`src/sv/ps2d_pkg.sv`:
```
`timescale 1ns / 1ps
`default_nettype none

package ps2d_pkg;

  localparam int QUEUE_DEPTH = 2;

  localparam int CFG_IDX_W  = 2;
  localparam int CHAR_W     = 7;
  localparam int KEY_W      = 6;
  localparam int SCAN_W     = 8;

  typedef enum logic [CFG_IDX_W-1:0] {
    CFG_ENTER = 2'd0,
    CFG_BKSP  = 2'd1,
    CFG_TAB   = 2'd2,
    CFG_ESC   = 2'd3
  } cfg_idx_t;

  localparam logic [SCAN_W-1:0] CODE_EXT    = 8'hE0;
  localparam logic [SCAN_W-1:0] CODE_PAUSE  = 8'hE1;

  localparam logic [KEY_W-1:0] KEY_UNMAPPED = 6'd0;
  localparam logic [KEY_W-1:0] KEY_ESC      = 6'd1;
  localparam logic [KEY_W-1:0] KEY_BKSP     = 6'd12;
  localparam logic [KEY_W-1:0] KEY_TAB      = 6'd13;
  localparam logic [KEY_W-1:0] KEY_RETURN   = 6'd24;
  localparam logic [KEY_W-1:0] KEY_LSH      = 6'd34;
  localparam logic [KEY_W-1:0] KEY_RSH      = 6'd42;
  localparam logic [KEY_W-1:0] KEY_ALT      = 6'd43;
  localparam logic [KEY_W-1:0] KEY_CAPS     = 6'd45;
  localparam logic [KEY_W-1:0] KEY_ARROW_UP = 6'd58;
  localparam logic [KEY_W-1:0] KEY_ARROW_DN = 6'd59;
  localparam logic [KEY_W-1:0] KEY_ARROW_LT = 6'd60;
  localparam logic [KEY_W-1:0] KEY_ARROW_RT = 6'd61;
  localparam logic [KEY_W-1:0] KEY_CTRL     = 6'd62;
  localparam logic [KEY_W-1:0] KEY_MAX      = 6'd62;

  // One classified key event on its way from the front to the back.
  typedef struct packed {
    logic              is_release;
    logic [KEY_W-1:0]  key_id;
    logic [CHAR_W-1:0] fixed_char;
  } ps2d_item_t;

  typedef struct packed {
    logic full;
    logic empty;
  } ps2d_queue_status_t;

  function automatic logic [KEY_W-1:0] base_lookup(input logic [6:0] code);
    logic [KEY_W-1:0] key;
    key = KEY_UNMAPPED;
    unique case (code) inside
      7'h01:           key = KEY_ESC;
      [7'h02:7'h0B]:   key = KEY_W'(code);
      7'h0E:           key = KEY_BKSP;
      7'h0F:           key = KEY_TAB;
      [7'h10:7'h19]:   key = KEY_W'(code - 7'd2);
      7'h1C:           key = KEY_RETURN;
      [7'h1E:7'h26]:   key = KEY_W'(code - 7'd5);
      7'h2A:           key = KEY_LSH;
      [7'h2C:7'h32]:   key = KEY_W'(code - 7'd9);
      7'h36:           key = KEY_RSH;
      7'h38:           key = KEY_ALT;
      7'h39:           key = 6'd44;
      7'h3A:           key = KEY_CAPS;
      [7'h3B:7'h44]:   key = KEY_W'(code - 7'd13);
      7'h57:           key = 6'd56;
      7'h58:           key = 6'd57;
      default:         key = KEY_UNMAPPED;
    endcase
    return key;
  endfunction

  function automatic logic [KEY_W-1:0] ext_lookup(input logic [6:0] code);
    logic [KEY_W-1:0] key;
    key = KEY_UNMAPPED;
    unique case (code)
      7'h48:   key = KEY_ARROW_UP;
      7'h50:   key = KEY_ARROW_DN;
      7'h4B:   key = KEY_ARROW_LT;
      7'h4D:   key = KEY_ARROW_RT;
      7'h1D:   key = KEY_CTRL;
      7'h38:   key = KEY_ALT;
      default: key = KEY_UNMAPPED;
    endcase
    return key;
  endfunction

  // Unshifted character of a key: lowercase letters, digits and space.
  function automatic logic [CHAR_W-1:0] plain_char(input logic [KEY_W-1:0] key);
    logic [CHAR_W-1:0] c;
    c = 7'h00;
    unique case (key)
      6'd2:  c = 7'h31;
      6'd3:  c = 7'h32;
      6'd4:  c = 7'h33;
      6'd5:  c = 7'h34;
      6'd6:  c = 7'h35;
      6'd7:  c = 7'h36;
      6'd8:  c = 7'h37;
      6'd9:  c = 7'h38;
      6'd10: c = 7'h39;
      6'd11: c = 7'h30;
      6'd14: c = 7'h71;
      6'd15: c = 7'h77;
      6'd16: c = 7'h65;
      6'd17: c = 7'h72;
      6'd18: c = 7'h74;
      6'd19: c = 7'h79;
      6'd20: c = 7'h75;
      6'd21: c = 7'h69;
      6'd22: c = 7'h6F;
      6'd23: c = 7'h70;
      6'd25: c = 7'h61;
      6'd26: c = 7'h73;
      6'd27: c = 7'h64;
      6'd28: c = 7'h66;
      6'd29: c = 7'h67;
      6'd30: c = 7'h68;
      6'd31: c = 7'h6A;
      6'd32: c = 7'h6B;
      6'd33: c = 7'h6C;
      6'd35: c = 7'h7A;
      6'd36: c = 7'h78;
      6'd37: c = 7'h63;
      6'd38: c = 7'h76;
      6'd39: c = 7'h62;
      6'd40: c = 7'h6E;
      6'd41: c = 7'h6D;
      6'd44: c = 7'h20;
      default: c = 7'h00;
    endcase
    return c;
  endfunction

  function automatic logic [CHAR_W-1:0] shifted_digit(input logic [KEY_W-1:0] key);
    logic [CHAR_W-1:0] c;
    c = 7'h00;
    unique case (key)
      6'd2:  c = 7'h21;
      6'd3:  c = 7'h40;
      6'd4:  c = 7'h23;
      6'd5:  c = 7'h24;
      6'd6:  c = 7'h25;
      6'd7:  c = 7'h5E;
      6'd8:  c = 7'h26;
      6'd9:  c = 7'h2A;
      6'd10: c = 7'h28;
      6'd11: c = 7'h29;
      default: c = 7'h00;
    endcase
    return c;
  endfunction

endpackage

`default_nettype wire

```
`src/sv/ps2d_front.sv`:
```
`timescale 1ns / 1ps
`default_nettype none

module ps2d_front (
  input  wire logic                          clk,
  input  wire logic                          rst,
  input  wire logic                          in_valid,
  output logic                               in_stall,
  input  wire logic [ps2d_pkg::SCAN_W-1:0]   scan_byte,
  input  wire ps2d_pkg::ps2d_queue_status_t  q_status,
  output logic                               push,
  output ps2d_pkg::ps2d_item_t               push_item
);

  logic prefix_pending;
  logic left_shift_held, right_shift_held, ctrl_held, caps_active;
  logic left_shift_next, right_shift_next, ctrl_next, caps_next;

  logic                            accept;
  logic                            is_ext, is_pause, release_bit;
  logic [6:0]                      code;
  logic [ps2d_pkg::KEY_W-1:0]      key;
  logic                            key_hit;
  logic                            shift_next;
  logic [ps2d_pkg::CHAR_W-1:0]     plain, char_sel;
  logic                            is_letter, is_digit_key;

  assign in_stall    = q_status.full;
  assign accept      = in_valid && !q_status.full;
  assign is_ext      = (scan_byte == ps2d_pkg::CODE_EXT);
  assign is_pause    = (scan_byte == ps2d_pkg::CODE_PAUSE);
  assign release_bit = scan_byte[7];
  assign code        = scan_byte[6:0];
  assign key         = prefix_pending ? ps2d_pkg::ext_lookup(code)
                                      : ps2d_pkg::base_lookup(code);
  assign key_hit     = (key != ps2d_pkg::KEY_UNMAPPED) && !is_ext && !is_pause;

  // Modifier state as it stands once this byte has taken effect.
  always_comb begin
    left_shift_next  = left_shift_held;
    right_shift_next = right_shift_held;
    ctrl_next        = ctrl_held;
    caps_next        = caps_active;
    if (key_hit) begin
      case (key)
        ps2d_pkg::KEY_LSH:  left_shift_next  = !release_bit;
        ps2d_pkg::KEY_RSH:  right_shift_next = !release_bit;
        ps2d_pkg::KEY_CTRL: ctrl_next        = !release_bit;
        ps2d_pkg::KEY_CAPS: if (!release_bit) caps_next = !caps_active;
        default: ;
      endcase
    end
  end

  assign shift_next   = left_shift_next || right_shift_next;
  assign plain        = ps2d_pkg::plain_char(key);
  assign is_letter    = (plain >= 7'h61) && (plain <= 7'h7A);
  assign is_digit_key = (key >= 6'd2) && (key <= 6'd11);

  always_comb begin
    if (release_bit) begin
      char_sel = '0;
    end else if (is_letter) begin
      if (ctrl_next) begin
        char_sel = plain - 7'h60;
      end else if (shift_next != caps_next) begin
        char_sel = plain - 7'h20;
      end else begin
        char_sel = plain;
      end
    end else if (shift_next && is_digit_key) begin
      char_sel = ps2d_pkg::shifted_digit(key);
    end else begin
      char_sel = plain;
    end
  end

  assign push                 = accept && key_hit;
  assign push_item.is_release = release_bit;
  assign push_item.key_id     = key;
  assign push_item.fixed_char = char_sel;

  always_ff @(posedge clk) begin
    if (rst) begin
      prefix_pending   <= 1'b0;
      left_shift_held  <= 1'b0;
      right_shift_held <= 1'b0;
      ctrl_held        <= 1'b0;
      caps_active      <= 1'b0;
    end else if (accept) begin
      if (is_ext) begin
        prefix_pending <= 1'b1;
      end else begin
        // Any other byte, mapped or not, consumes the prefix.
        prefix_pending   <= 1'b0;
        left_shift_held  <= left_shift_next;
        right_shift_held <= right_shift_next;
        ctrl_held        <= ctrl_next;
        caps_active      <= caps_next;
      end
    end
  end

endmodule

`default_nettype wire

```
`src/sv/ps2d_queue.sv`:
```
`timescale 1ns / 1ps
`default_nettype none

module ps2d_queue #(
  parameter int DEPTH = ps2d_pkg::QUEUE_DEPTH
) (
  input  wire logic                         clk,
  input  wire logic                         rst,
  input  wire logic                         push,
  input  wire ps2d_pkg::ps2d_item_t         push_item,
  input  wire logic                         pop,
  output ps2d_pkg::ps2d_item_t              pop_item,
  output ps2d_pkg::ps2d_queue_status_t      status
);

  localparam int PTR_W = (DEPTH > 1) ? $clog2(DEPTH) : 1;
  localparam int CNT_W = $clog2(DEPTH + 1);

  ps2d_pkg::ps2d_item_t mem [DEPTH];
  logic [PTR_W-1:0] wr_ptr, rd_ptr;
  logic [CNT_W-1:0] count;

  function automatic logic [PTR_W-1:0] bump(input logic [PTR_W-1:0] p);
    return (p == PTR_W'(DEPTH - 1)) ? '0 : p + PTR_W'(1);
  endfunction

  assign status.full  = (count == CNT_W'(DEPTH));
  assign status.empty = (count == '0);
  assign pop_item     = mem[rd_ptr];

  always_ff @(posedge clk) begin
    if (push) begin
      mem[wr_ptr] <= push_item;
    end
  end

  always_ff @(posedge clk) begin
    if (rst) begin
      wr_ptr <= '0;
      rd_ptr <= '0;
      count  <= '0;
    end else begin
      if (push) wr_ptr <= bump(wr_ptr);
      if (pop)  rd_ptr <= bump(rd_ptr);
      if (push && !pop) begin
        count <= count + CNT_W'(1);
      end else if (pop && !push) begin
        count <= count - CNT_W'(1);
      end
    end
  end

endmodule

`default_nettype wire

```
`src/sv/ps2d_back.sv`:
```
`timescale 1ns / 1ps
`default_nettype none

module ps2d_back (
  input  wire logic                             clk,
  input  wire logic                             rst,
  input  wire logic                             cfg_valid,
  output logic                                  cfg_ready,
  input  wire logic [ps2d_pkg::CFG_IDX_W-1:0]   cfg_index,
  input  wire logic [ps2d_pkg::CHAR_W-1:0]      cfg_data,
  input  wire ps2d_pkg::ps2d_queue_status_t     q_status,
  input  wire ps2d_pkg::ps2d_item_t             pop_item,
  output logic                                  pop,
  output logic                                  out_valid,
  input  wire logic                             out_stall,
  output logic                                  is_release,
  output logic [ps2d_pkg::KEY_W-1:0]            key_id,
  output logic [ps2d_pkg::CHAR_W-1:0]           ascii_char
);

  logic [ps2d_pkg::CHAR_W-1:0] enter_char, backspace_char, tab_char, escape_char;
  logic [ps2d_pkg::CHAR_W-1:0] char_sel;
  logic                        load;

  assign cfg_ready = 1'b1;

  always_ff @(posedge clk) begin
    if (rst) begin
      enter_char     <= 7'd10;
      backspace_char <= 7'd8;
      tab_char       <= 7'd9;
      escape_char    <= 7'd27;
    end else if (cfg_valid) begin
      unique case (ps2d_pkg::cfg_idx_t'(cfg_index))
        ps2d_pkg::CFG_ENTER: enter_char     <= cfg_data;
        ps2d_pkg::CFG_BKSP:  backspace_char <= cfg_data;
        ps2d_pkg::CFG_TAB:   tab_char       <= cfg_data;
        ps2d_pkg::CFG_ESC:   escape_char    <= cfg_data;
        default: ;
      endcase
    end
  end

  // Configured characters replace the fixed one on a press, as written.
  always_comb begin
    char_sel = pop_item.fixed_char;
    if (!pop_item.is_release) begin
      case (pop_item.key_id)
        ps2d_pkg::KEY_RETURN: char_sel = enter_char;
        ps2d_pkg::KEY_BKSP:   char_sel = backspace_char;
        ps2d_pkg::KEY_TAB:    char_sel = tab_char;
        ps2d_pkg::KEY_ESC:    char_sel = escape_char;
        default: ;
      endcase
    end
  end

  assign load = !out_valid || !out_stall;
  assign pop  = load && !q_status.empty;

  always_ff @(posedge clk) begin
    if (rst) begin
      out_valid <= 1'b0;
    end else if (load) begin
      out_valid <= !q_status.empty;
    end
  end

  always_ff @(posedge clk) begin
    if (pop) begin
      is_release <= pop_item.is_release;
      key_id     <= pop_item.key_id;
      ascii_char <= char_sel;
    end
  end

endmodule

`default_nettype wire

```
`src/sv/ps2_set1_scancode_decoder_unit.sv`:
```
`timescale 1ns / 1ps
`default_nettype none

// Channel   Direction  Handshake              Payload
// in        input      in_valid / in_stall    scan_byte[7:0]
// out       output     out_valid / out_stall  is_release, key_id[5:0], ascii_char[6:0]
// cfg       input      cfg_valid / cfg_ready  cfg_index[1:0], cfg_data[6:0]
//
// One scancode byte is taken every cycle unless in_stall is high; a mapped key enters the
// item queue at the accepting edge and then moves to the output register when it is free.
// Prefix bytes and unmapped codes produce no item.
// rst is synchronous and clears the modifier flags, the queue and out_valid,
// and loads the default characters. cfg_ready is always high.
// in_stall rises only when the queue is full behind a stalled output.
module ps2_set1_scancode_decoder_unit #(
  parameter int QUEUE_DEPTH = ps2d_pkg::QUEUE_DEPTH
) (
  input  wire logic                            clk,
  input  wire logic                            rst,
  input  wire logic                            in_valid,
  output logic                                 in_stall,
  input  wire logic [ps2d_pkg::SCAN_W-1:0]     scan_byte,
  output logic                                 out_valid,
  input  wire logic                            out_stall,
  output logic                                 is_release,
  output logic [ps2d_pkg::KEY_W-1:0]           key_id,
  output logic [ps2d_pkg::CHAR_W-1:0]          ascii_char,
  input  wire logic                            cfg_valid,
  output logic                                 cfg_ready,
  input  wire logic [ps2d_pkg::CFG_IDX_W-1:0]  cfg_index,
  input  wire logic [ps2d_pkg::CHAR_W-1:0]     cfg_data
);

  ps2d_pkg::ps2d_queue_status_t q_status;
  ps2d_pkg::ps2d_item_t         push_item, pop_item;
  logic                         push, pop;

  ps2d_front u_front (
    .clk       (clk),
    .rst       (rst),
    .in_valid  (in_valid),
    .in_stall  (in_stall),
    .scan_byte (scan_byte),
    .q_status  (q_status),
    .push      (push),
    .push_item (push_item)
  );

  ps2d_queue #(
    .DEPTH (QUEUE_DEPTH)
  ) u_queue (
    .clk       (clk),
    .rst       (rst),
    .push      (push),
    .push_item (push_item),
    .pop       (pop),
    .pop_item  (pop_item),
    .status    (q_status)
  );

  ps2d_back u_back (
    .clk        (clk),
    .rst        (rst),
    .cfg_valid  (cfg_valid),
    .cfg_ready  (cfg_ready),
    .cfg_index  (cfg_index),
    .cfg_data   (cfg_data),
    .q_status   (q_status),
    .pop_item   (pop_item),
    .pop        (pop),
    .out_valid  (out_valid),
    .out_stall  (out_stall),
    .is_release (is_release),
    .key_id     (key_id),
    .ascii_char (ascii_char)
  );

endmodule

`default_nettype wire

```
`config.mk`:
```
export PLATFORM = sky130hd
export DESIGN_NAME = ps2_set1_scancode_decoder_unit
export DESIGN_NICKNAME = d
export VERILOG_FILES = /design/src/sv/ps2d_pkg.sv /design/src/sv/ps2d_front.sv /design/src/sv/ps2d_queue.sv /design/src/sv/ps2d_back.sv /design/src/sv/ps2_set1_scancode_decoder_unit.sv
export SDC_FILE = /design/constraint.sdc
export NUM_CORES = 1
export LEC_CHECK = 0
export BUFFER_PORTS_ARGS = -buffer_cell sky130_fd_sc_hd__clkbuf_2
export CAP_MARGIN = 15
export CORE_ASPECT_RATIO = 2
export CORE_MARGIN = 2
export CORE_UTILIZATION = 60
export CTS_BUF_LIST = sky130_fd_sc_hd__clkbuf_4 sky130_fd_sc_hd__clkbuf_8 sky130_fd_sc_hd__clkbuf_16
export DETAILED_ROUTE_END_ITERATION = 8
export MAX_ROUTING_LAYER = met4
export PLACE_DENSITY = 0.78
export RECOVER_POWER = 50
export SKIP_CTS_REPAIR_TIMING = 1
export SYNTH_ARGS = -nofsm -noshare
export SYNTH_HDL_FRONTEND = slang
export SYNTH_HIERARCHICAL = 1
export SYNTH_SLANG_ARGS = --single-unit
```
`constraint.sdc`:
```
create_clock -name clk -period 6.8 [get_ports clk]
set_input_delay 0.34 -clock clk [delete_from_list [all_inputs] [get_ports clk]]
set_output_delay 0.34 -clock clk [all_outputs]
set_load 0.01 [all_outputs]
```
==> summary.md <==
| Metric | Value |
|---|---|
| Worst setup SP type | primary input |
| Critical path class | primary input to flop |
| Hold Crit Class | primary input to flop |
| Finished Cell Area | around 0.0058 mm^2 |
| Register area share after synthesis | 0.383 |
| Share of cells above drive strength 1 | 0.133 |
| Asr flop ratio synth | 0 |
| Synth area leader | edfxtp_1 |
| Synth cell types | 86 |
| Initial antenna violation count | 0 |
| Setup tns final | 0 ns |
| Layout area overhead | 8.55% |
| #FFs+latches synth | a little over 80 |
| Total GRT Usage | 0.313 |
| Final Hold Viols | 0 |
| MaxCap Viol Count | 1 |
| DP HPWL | about 11 mm |
| GRT overflow | 0 |
| Met3 GRT Util | 0.0380 |
| Power Density | approximately 350 mW/mm^2 |
| Yosys warns | 6 |
| Skew final | 0.00479 ns |
| Top cell type's share of synthesized area | 0.237 |
| Clock Pin Slew Worst Setup and Hold Paths | ~0.06 ns |
| R2R depth | 11 |
| Leakage power | about 2.2 nW |
| Total chip power | about 2.0 mW |
| Critical Path Sink Type | flop |
| Syn Area/Cell | around 9.5 um^2 |
| Post-synth EDFFs | 42 |
| TritonCTS clock tree | built |
| Worst VDD drop | between 0.0001 and 0.00015 V |
| Diode count | 0 |
| Rows | 48 |
| Top-Level Pins | 39 |
| Top-count cell post-synth | nor2_1 |
| CORE AREA | approximately 0.0086 mm^2 |
| Critical Path Sink | u_queue/mem[1][1]$_DFFE_PP_ |
| Reg2reg end | u_queue/mem[1][1]$_DFFE_PP_ |
| CP arrival | 5.52 ns |
| Status | complete, but fails checks |
| Drt wl/cell | 21.6 um |
| CP max FO | 9 |
| Clock Tree Buf Depth | 2 |
| Grt met2 use | 0.603 |
| RePlAce Congestion | between 0.9 and 1 |
| WHS Path Cells | 3 |
| H-tree depth | 3 |
| Final Max Slew Viols | 40 |
| Starting Density | 0.616 |
| # DRC | 0 |
| Maximum clock rate | 184 MHz |
| Worst EP required | about 7 ns |
| Vias | ~4700 |
| Final period util | 0.798 |
| Nets | between 600 and 700 |
| TritonCTS Buffers | 9 |
| GR peak layer | met2 |
| Met1 Track Usage GR | 0.277 |
| Die span in x | 70.6 um |
| Clk sink count | slightly above 80 |
| Post-synth top cells | 59 x nor2_1, 42 x edfxtp_1, 39 x dfxtp_1 |
| Post-synth net total | 601 |
| Fill cell count | about 740 |
| Fin util | 0.669 |
| Placed cells | 670 |
| R2R Setup Slk | around 2.7 ns |
| DRT Wirelength | approximately 15 mm |
| CTS root buffer | clkbuf_16 |
| Failing checks | max-capacitance violations, max-slew violations |
| Area contributors post-synth | edfxtp_1 24%, dfxtp_1 15%, mux2i_1 4.7%, ha_1 4.5%, nor2_1 4.2% |
| Post-route ant nets | 0 |
| Worst relative slew slack | -0.0579 |
| PortBufs | 37 |
| RSZ-0062 raised after global routing | no |
| Initial DRC Count | between 300 and 400 |
| Mapped cell area | ~0.0053 mm^2 |
| Beginning of the critical path | scan_byte[1] |
| Finish-stage setup viols | 0 |
| Mapped Cells | between 500 and 600 |
| Reg-to-reg startpoint | u_front/prefix_pending$_SDFFE_PP0P_ |
| 1st-pass router iterations | 5 |
| Largest net degree at the start of global routing | 40 |
| Area post-placement | ~0.0055 mm^2 |
| First-pass GRT wire length | roughly 23 mm |
| DIE AREA | about 0.0097 mm^2 |
| Fin crit period | ~5.4 ns |
| Clock Latency Late Sink | approximately 0.34 ns |
| Vias in the first global route | around 4500 |
| Height of the die | approximately 140 um |
| Non-Filler Instances | roughly 690 |
| Worst Tran Pin Value | 1.59 ns |
| Via density | between 6 and 7 |
| Top_reg_cell synth | edfxtp_1 |
## per-stage QoR
step / hold slack, ns / worst slack [ns]
2_1_floorplan: 0.409 / 1.83
3_3_place_gp: 0.442 / 1.33
3_5_place_dp: 0.452 / 1.13
4_1_cts: 0.240 / 1.44
5_1_grt: 0.257 / 1.09
6_report: 0.248 / 1.37
## layout make-up
| cell class | count | area, um^2 | area share |
|---|---|---|---|
| Clock inverter | 6 | 63.8 | 0.0110 |
| Clock buffer | 10 | 250 | 0.0433 |
| Inverter | 27 | 106 | 0.0184 |
| Multi-Input combinational cell | 417 | 2980 | 0.515 |
| Sequential cell | 81 | 2040 | 0.353 |
| Timing Repair Buffer | 45 | 214 | 0.0370 |
| Tap cell | 100 | 125 | 0.0216 |
## cells in the final DEF (no fill, tap or decap), types with 5 or more instances in the layout
| master | count |
|---|---|
| mux2_2 | 8 |
| a211o_1 | 9 |
| a211oi_1 | 5 |
| a21oi_1 | 26 |
| o211ai_1 | 5 |
| mux2i_1 | 25 |
| mux2_4 | 9 |
| buf_4 | 6 |
| nand3_1 | 12 |
| clkbuf_1 | 21 |
| o21ai_0 | 20 |
| dfxtp_1 | 39 |
| mux2_1 | 7 |
| nand3b_1 | 12 |
| xnor2_1 | 7 |
| clkbuf_2 | 18 |
| nor2_1 | 59 |
| nand2_1 | 36 |
| inv_1 | 23 |
| edfxtp_1 | 42 |
| o22ai_1 | 11 |
| xor2_1 | 5 |
| ha_1 | 19 |
| nand2b_1 | 8 |
| a32oi_1 | 5 |
| nor3_1 | 11 |
| a22oi_1 | 16 |
| clkbuf_16 | 10 |
| nor2b_1 | 10 |
## registers in the layout, summed over array words and instances (netlist names), 2 cells and up, named ones only
name                   flops
u_back/backspace_char      7
u_back/key_id              6
u_back/ascii_char          7
u_queue/count              2
u_back/escape_char         7
u_back/enter_char          7
u_back/tab_char            7
u_queue/mem               28
## how the worst min path moves through the flow
stage,end,startpoint,slack [ns]
final,u_back/out_valid$_SDFFE_PP0N_,out_stall,0.25
after CTS,u_back/out_valid$_SDFFE_PP0N_,out_stall,0.24
after floorplan,u_queue/count[1]$_SDFFE_PP0P_,rst,0.41
after detailed placement,u_back/escape_char[6]$_SDFFE_PP0P_,u_back/escape_char[6]$_SDFFE_PP0P_,0.45
after global placement,u_back/escape_char[2]$_SDFFE_PP0P_,u_back/escape_char[2]$_SDFFE_PP0P_,0.44
after global routing,u_back/out_valid$_SDFFE_PP0N_,out_stall,0.26
## critical path: stages
cell and delay (ns):
clkbuf_2 0.18, inv_1 0.14, ha_1 0.27, or2b_1 0.23, o221ai_1 0.32, and2_1 0.22
ha_1 0.29, a211o_1 0.32, a31o_2 0.22, xor2_1 0.13, o2111ai_1 0.27, nand2b_1 0.26
nor2_1 0.41, o21ai_0 0.20, o22ai_1 0.42, ha_1 0.29, a21bo_2 0.24, o22ai_1 0.22
a31oi_4 0.09, nand2_4 0.13, mux2_4 0.31
## kinds of logic (layout without fill, tap and decap cells)
logic type / Yosys count / after routing / synth area share
adder cells (fa/ha/maj): 19 / 19 / 0.0446
other: 1 / 1 / 0.000704
AND/OR/NAND/NOR: 186 / 186 / 0.180
flip-flops: 81 / 81 / 0.383
XOR/XNOR: 13 / 13 / 0.0228
buffers and inverters: 62 / 88 / 0.0571
AO/OA/AOI/OAI: 149 / 149 / 0.207
multiplexers: 49 / 49 / 0.104
## report_power, final
| group | internal (mW) | switching (mW) | leakage, nW |
|---|---|---|---|
| clock network | 0.306 | 0.184 | 0.155 |
| logic | 0.321 | 0.518 | 1.37 |
| registers | 0.666 | 0.0515 | 0.719 |
## metal layers
| metal | share of wire | vias up |
|---|---|---|
| met3 | 0.043 | 72 |
| met5 | 0 | - |
| met2 | 0.56 | 211 |
| li1 | - | 2131 |
| met4 | 0.068 | 0 |
| met1 | 0.33 | 2237 |
(Power assumes the default switching activity.)
